==> src/hdl/sgb_pkg.sv <==
// Shared types and constants for the sphere grid bilinear sampler.
`timescale 1ns / 1ps
package sgb_pkg;

  // Field widths of the input, output and configuration beats.
  localparam int ACT_W   = 3;
  localparam int COL_W   = 7;
  localparam int ROW_W   = 6;
  localparam int DATA_W  = 32;
  localparam int ANGLE_W = 32;
  localparam int CPT_W   = 21;
  localparam int PCNT_W  = 8;
  localparam int TCNT_W  = 7;
  localparam int CFG_IDX_W = 2;

  // Scaled angle: integer cell index and Q0.16 weight.
  localparam int PROD_W  = ANGLE_W + CPT_W;
  localparam int IDX_W   = PROD_W - 40;
  localparam int ALPHA_W = 16;

  // Action codes.
  localparam logic [ACT_W-1:0] ACT_WR_CUR = 3'd0;
  localparam logic [ACT_W-1:0] ACT_WR_NXT = 3'd1;
  localparam logic [ACT_W-1:0] ACT_SWAP   = 3'd2;
  localparam logic [ACT_W-1:0] ACT_SAMPLE = 3'd3;
  localparam logic [ACT_W-1:0] ACT_READ   = 3'd4;

  // Configuration register indexes.
  localparam logic [CFG_IDX_W-1:0] CFG_CPT  = 2'd0;
  localparam logic [CFG_IDX_W-1:0] CFG_PCNT = 2'd1;
  localparam logic [CFG_IDX_W-1:0] CFG_TCNT = 2'd2;

  // Reset values of the configuration registers.
  localparam logic [CPT_W-1:0] CPT_RESET = 21'd32768;

  // Depth of the queue between front and back.
  localparam int QUEUE_DEPTH = 2;

  // One classified command handed from front to back.
  typedef struct packed {
    logic [ACT_W-1:0]   act;
    logic [PCNT_W-1:0]  col_lo;
    logic [PCNT_W-1:0]  col_hi;
    logic [TCNT_W-1:0]  row_lo;
    logic [TCNT_W-1:0]  row_hi;
    logic [ALPHA_W-1:0] alpha_phi;
    logic [ALPHA_W-1:0] alpha_theta;
    logic [DATA_W-1:0]  value;
    logic               flipped;
  } sgb_cmd_t;

endpackage

==> src/hdl/sgb_front.sv <==
// Front end: accepts beats, reflects and scales angles, resolves cell indexes.
`timescale 1ns / 1ps
module sgb_front import sgb_pkg::*; #(
  parameter int PHI_CELLS   = 128,
  parameter int THETA_CELLS = 64
) (
  input  logic                clk,
  input  logic                rst_n,
  input  logic                in_valid,
  output logic                in_stall,
  input  logic [ACT_W-1:0]    in_action,
  input  logic [COL_W-1:0]    in_col,
  input  logic [ROW_W-1:0]    in_row,
  input  logic [DATA_W-1:0]   in_value,
  input  logic [ANGLE_W-1:0]  in_phi_angle,
  input  logic [ANGLE_W-1:0]  in_theta_angle,
  input  logic [CPT_W-1:0]    cells_per_turn,
  input  logic [PCNT_W-1:0]   phi_count,
  input  logic [TCNT_W-1:0]   theta_count,
  output logic                push,
  output sgb_cmd_t            push_cmd,
  input  logic                q_full
);

  typedef enum logic [3:0] {
    F_IDLE = 4'b0001,
    F_MUL  = 4'b0010,
    F_DIV  = 4'b0100,
    F_PUSH = 4'b1000
  } fstate_t;

  localparam int CNT_W = $clog2(IDX_W + 1);

  fstate_t             state_r, state_nxt;
  logic [ACT_W-1:0]    act_r;
  logic [PCNT_W-1:0]   col_r;
  logic [TCNT_W-1:0]   row_r;
  logic [DATA_W-1:0]   value_r;
  logic [ANGLE_W-1:0]  phi_r, theta_r;
  logic                flip_r;
  logic [IDX_W-1:0]    pidx_r, tidx_r;
  logic [ALPHA_W-1:0]  ap_r, at_r;
  logic [PCNT_W:0]     rem_r;
  logic [CNT_W-1:0]    cnt_r;
  logic [PROD_W-1:0]   np, nt;
  logic [PCNT_W:0]     rem_shift;
  logic [PCNT_W:0]     rem_next;
  logic                accept;
  logic                reflect;
  logic [PCNT_W-1:0]   col_hi;
  logic [IDX_W:0]      tidx_inc;
  logic [TCNT_W-1:0]   last_row;
  logic [TCNT_W-1:0]   row_lo, row_hi;

  assign accept   = in_valid && !in_stall;
  assign in_stall = (state_r != F_IDLE);
  assign reflect  = in_theta_angle > 32'h8000_0000;

  // Scale both angles by cells per turn.
  assign np = {{CPT_W{1'b0}}, phi_r} * {{ANGLE_W{1'b0}}, cells_per_turn};
  assign nt = {{CPT_W{1'b0}}, theta_r} * {{ANGLE_W{1'b0}}, cells_per_turn};

  // One restoring step of the column index modulo the column count.
  always_comb begin
    rem_shift = {rem_r[PCNT_W-1:0], pidx_r[IDX_W-1]};
    if (rem_shift >= {1'b0, phi_count}) begin
      rem_next = rem_shift - {1'b0, phi_count};
    end else begin
      rem_next = rem_shift;
    end
  end

  // Neighbor column wraps; rows clamp to the last row in use.
  always_comb begin
    if (rem_r[PCNT_W-1:0] + 8'd1 == phi_count) begin
      col_hi = '0;
    end else begin
      col_hi = rem_r[PCNT_W-1:0] + 8'd1;
    end
    last_row = theta_count - 7'd1;
    tidx_inc = {1'b0, tidx_r} + {{IDX_W{1'b0}}, 1'b1};
    row_lo   = (tidx_r > {{(IDX_W-TCNT_W){1'b0}}, last_row}) ? last_row : tidx_r[TCNT_W-1:0];
    row_hi   = (tidx_inc > {{(IDX_W+1-TCNT_W){1'b0}}, last_row}) ? last_row
                                                                   : tidx_inc[TCNT_W-1:0];
  end

  // Command presented to the queue.
  always_comb begin
    push_cmd = '0;
    push_cmd.act   = act_r;
    push_cmd.value = value_r;
    if (act_r == ACT_SAMPLE) begin
      push_cmd.col_lo      = rem_r[PCNT_W-1:0];
      push_cmd.col_hi      = col_hi;
      push_cmd.row_lo      = row_lo;
      push_cmd.row_hi      = row_hi;
      push_cmd.alpha_phi   = ap_r;
      push_cmd.alpha_theta = at_r;
      push_cmd.flipped     = flip_r;
    end else begin
      push_cmd.col_lo = col_r;
      push_cmd.row_lo = row_r;
    end
  end

  assign push = (state_r == F_PUSH) && !q_full;

  // Sequencer.
  always_comb begin
    state_nxt = state_r;
    unique case (state_r)
      F_IDLE: begin
        if (accept) begin
          unique case (in_action)
            ACT_SAMPLE: state_nxt = F_MUL;
            ACT_WR_CUR, ACT_WR_NXT, ACT_SWAP, ACT_READ: state_nxt = F_PUSH;
            default: state_nxt = F_IDLE;
          endcase
        end
      end
      F_MUL:  state_nxt = F_DIV;
      F_DIV:  if (cnt_r == CNT_W'(IDX_W - 1)) state_nxt = F_PUSH;
      F_PUSH: if (!q_full) state_nxt = F_IDLE;
      default: state_nxt = F_IDLE;
    endcase
  end

  always_ff @(posedge clk) begin
    if (!rst_n) begin
      state_r <= F_IDLE;
    end else begin
      state_r <= state_nxt;
    end
  end

  // Datapath registers.
  always_ff @(posedge clk) begin
    if (accept) begin
      act_r   <= in_action;
      col_r   <= PCNT_W'(32'(in_col) % PHI_CELLS);
      row_r   <= TCNT_W'(32'(in_row) % THETA_CELLS);
      value_r <= in_value;
      flip_r  <= reflect;
      theta_r <= reflect ? (32'd0 - in_theta_angle) : in_theta_angle;
      phi_r   <= reflect ? (in_phi_angle + 32'h8000_0000) : in_phi_angle;
    end
    if (state_r == F_MUL) begin
      pidx_r <= np[PROD_W-1:40];
      tidx_r <= nt[PROD_W-1:40];
      ap_r   <= np[39:24];
      at_r   <= nt[39:24];
      rem_r  <= '0;
      cnt_r  <= '0;
    end else if (state_r == F_DIV) begin
      rem_r  <= rem_next;
      pidx_r <= {pidx_r[IDX_W-2:0], 1'b0};
      cnt_r  <= cnt_r + CNT_W'(1);
    end
  end

endmodule

==> config.mk <==
export PLATFORM = sky130hd
export DESIGN_NAME = sgb_front
export DESIGN_NICKNAME = d
export VERILOG_FILES = /design/src/hdl/sgb_pkg.sv /design/src/hdl/sgb_front.sv
export SDC_FILE = /design/constraint.sdc
export NUM_CORES = 2
export LEC_CHECK = 0
export BUFFER_PORTS_ARGS = -buffer_cell sky130_fd_sc_hd__buf_4
export CORE_UTILIZATION = 65
export CTS_BUF_LIST = sky130_fd_sc_hd__clkbuf_4 sky130_fd_sc_hd__clkbuf_8 sky130_fd_sc_hd__clkbuf_16
export CTS_CLUSTER_DIAMETER = 120
export DETAILED_ROUTE_END_ITERATION = 8
export PLACE_DENSITY = 0.86
export REMOVE_ABC_BUFFERS = 1
export SLEW_MARGIN = 20
export SYNTH_ARGS = -nofsm -noshare
export SYNTH_HDL_FRONTEND = slang
export SYNTH_SLANG_ARGS = --single-unit
==> constraint.sdc <==
create_clock -name clk -period 9.8 [get_ports clk]
set_input_delay 0.98 -clock clk [delete_from_list [all_inputs] [get_ports clk]]
set_output_delay 0.98 -clock clk [all_outputs]
set_load 0.01 [all_outputs]
==> reports/results.md <==
## Run status
* status: complete, no violations

## STA
* setup_tns: 0 ps
* min cycle time layout: 8650 ps
* RSZ-0062 raised after global routing: no
* endpoints failing setup: 0
* clock skew: 31.0 ps
* Worst Tran Pin Value: 1250 ps
* Slew Viols, Final: 0
* worst slew margin relative to its limit: 16.7%
* post-route clock period utilization: 88.3%
* number of endpoints with negative hold slack in the final report: 0
* Highest Clock Rate: 116 MHz

## Layout
* most frequent standard cell in the layout excluding fill and tap cells: sky130_fd_sc_hd__inv_1
* total non-filler cell area in the finished layout: 52,900 sq um
* net count reported at finish: 6,976
* Syn-to-layout area delta: 6.12%
* number of filler cells placed in the layout: 5,425
* number of non-filler instances in the completed layout: 6,389
* most frequent cells in the layout: sky130_fd_sc_hd__inv_1 (1,198), sky130_fd_sc_hd__fa_1 (1,133), sky130_fd_sc_hd__nand2_1 (815)
* fraction of layout cells with a size suffix above 1: 6.65%

## Critical path
* Critical Path End Type: flip-flop
* beginning of the critical path: theta_r[14]
* data arrival time of the worst path: 8910 ps
* largest driver fanout on the critical path: 21
* worst flop-to-flop path endpoint: tidx_r[6]
* cells on worst reg2reg path: 24
* register-to-register path setup slack: 1150 ps
* critical path class: reg -> reg
* timing endpoint of the critical path: tidx_r[6]
* startpoint type of the worst setup path: flip-flop
* critical path data required time: 10,060 ps
* worst flop-to-flop path startpoint: theta_r[14]

## Routing
* total number of vias: 36,900
* DR iter-0 viols: 2,638
* Wirelength per Cell: 19.8 um
* highest routed metal layer: met5
* post-detailed-route via-to-cell ratio: 5.77
* routed length on met2: 63,000 um
* post-detailed-route DRC marker count: 0
* routed length on met1: 44,600 um
* count of nets left with antenna violations after detail routing: 0
* Met3 Routed Length: 12,900 um
* drt pass-1 iters: 5
* final wirelength: 127,000 um

## Clock tree
* CTS hold repair buffers: 0
* # clock sinks: 187
* TritonCTS clock tree: yes
* depth of the CTS H-tree: 4
* setup repair bufs after CTS: 0
* clock insertion delay at the later pin of the skew report: 530 ps
* CTS resizes: 0
* number of buffers inserted during clock tree synthesis: 17
* clock-pin slew on the worst setup and hold paths: 90 ps
* master cell of the clock root buffer: sky130_fd_sc_hd__clkbuf_16
* clock tree buffer depth: 2

## Global routing
* global-route wire length before repair: 207,000 um
* vias in the first global route: 41,100
* remaining global-route overflow: 0
* pin count of the biggest net entering global routing: 66
* global routing usage summed across all routing layers: 34.2%
* initial antenna violation count: 2

## Logic synthesis
* Post-Syn Instances: 5,332
* Post-synth EDFFs: 171
* synthesized cell area: 49,800 sq um
* Yosys warnings: 0
* Main synth FF type: sky130_fd_sc_hd__edfxtp_1
* sequential-to-total area share from yosys stat: 10.9%
* number of unique standard cell types used by synthesis: 68
* Async SR Flop Fraction: 0%
* flop and latch count out of synthesis: 187
* synthesized area divided by synthesized cell count: 9.34 sq um

## Floorplanning
* die span in y: 279 um
* # rows: 101
* effective utilization at floorplan: 65.6%
* x dimension of the die: 279 um
* Core Footprint: 75,900 sq um
* Die Area: 77,800 sq um
* io pins: 252

## Placement
* placer's final routability congestion estimate: 0.972
* Placement Cell Area: 52,200 sq um
* half-perimeter wire length after detailed placement: 93,800 um
* placed instance count: 6,351
* input/output buffers: 251

## Worst hold path
* min-delay worst type: reg -> reg
* Hold Startpoint: cnt_r[1]

## Run
* max-cap viol count: 0

synth_stat cells (all sizes together) (4+ instances only):
cell	instances	area, sq um
inv	1200	4500
fa	1133	22700
nand2	815	3060
and2	672	4210
ha	348	4350
clkbuf	300	1130
edfxtp	171	5130
a21oi	83	423
xnor2	82	718
nor2	79	297
o21ai	79	399
a21o	42	315
xor2	37	324
nand3	36	180
nand4	28	175
o21a	19	143
dfxtp	16	320
mux2i	16	160
nor3	15	85.1
o31ai	12	95.1
nor2b	11	68.8
a31oi	10	62.6
and3	10	62.6
nand2b	10	62.6
a211oi	8	65.1
o41ai	8	70.1
or2	8	50.1
a21boi	6	45.0
nor4	6	37.5
o211ai	6	45.0
o21bai	6	45.0
o311ai	5	43.8
or3	5	31.3
a2111oi	4	42.5
a31o	4	35.0
and4	4	35.0
buf	4	23.8
nor3b	4	30.0
sequential cells by signal (all words and copies together), names as in the netlist, 3 cells and up:
name,flops
pidx_r,13
act_r,3
row_r,6
phi_r,32
state_r,4
value_r,32
ap_r,16
rem_r,8
theta_r,32
at_r,16
cnt_r,4
tidx_r,13
col_r,7
cell families after synthesis:
group	after synthesis	synth area share (%)
simple gates	1711	16.9
buf+inv	1504	11.3
fa+ha+maj	1481	54.3
compound gates	313	4.06
flops	187	10.9
xor+xnor	119	2.09
mux	17	0.344
final cells by class:
class / instances / area, sq um / area share (%)
Antenna cell: 3 / 7.51 / 0.0142
Clock buffer: 17 / 425 / 0.805
Clock inverter: 15 / 196 / 0.372
Inverter: 1200 / 4510 / 8.52
Multi-Input combinational cell: 3641 / 38700 / 73.3
Sequential cell: 187 / 5460 / 10.3
Tap cell: 1030 / 1290 / 2.44
Timing Repair Buffer: 296 / 2260 / 4.27
layer usage:
layer / track usage (%) / vias to the layer above
li1: - / 15700
met2: 58.3 / 2062
met5: 0 / -
met1: 41.6 / 18600
met3: 7.56 / 467
met4: 15.7 / 2
critical path, stage by stage (launching register included):
cell                        delay (ps)
sky130_fd_sc_hd__edfxtp_1         1190
sky130_fd_sc_hd__nand2_1           210
sky130_fd_sc_hd__fa_1              580
sky130_fd_sc_hd__inv_1              60
sky130_fd_sc_hd__fa_1              520
sky130_fd_sc_hd__inv_1              50
sky130_fd_sc_hd__fa_1              500
sky130_fd_sc_hd__inv_1              60
sky130_fd_sc_hd__fa_1              500
sky130_fd_sc_hd__fa_1              420
sky130_fd_sc_hd__fa_1              510
sky130_fd_sc_hd__inv_1              50
sky130_fd_sc_hd__fa_1              500
sky130_fd_sc_hd__inv_1              50
sky130_fd_sc_hd__ha_1              320
sky130_fd_sc_hd__a21oi_2           200
sky130_fd_sc_hd__nand3_1           130
sky130_fd_sc_hd__a211oi_1          560
sky130_fd_sc_hd__a2111oi_1         260
sky130_fd_sc_hd__o31ai_2           500
sky130_fd_sc_hd__o21ai_2           210
sky130_fd_sc_hd__o31a_1            320
sky130_fd_sc_hd__a221oi_2          330
sky130_fd_sc_hd__nor2b_1            90
sky130_fd_sc_hd__o311a_1           290
stage by stage:
| stage | hold WS, ps | util, % | worst slack [ps] |
|---|---|---|---|
| after global routing | 553 | 69.6 | 1010 |
| after CTS | 512 | 69.5 | 1340 |
| after detailed placement | 500 | 68.7 | 908 |
| final | 511 | 69.6 | 1150 |
| after floorplan | 466 | - | 2390 |
| after global placement | 478 | 68.7 | 1060 |
how the worst min path moves through the flow:
stage	end	slack (ps)	cells after the start
after floorplan	cnt_r[1]	470	2
after global placement	cnt_r[1]	480	2
after detailed placement	cnt_r[1]	500	2
after CTS	cnt_r[1]	510	2
after global routing	cnt_r[1]	550	2
final	cnt_r[1]	510	2
Power is not shown: default switching activity piles up to over one toggle a cycle in this logic, so the estimate is an artifact.
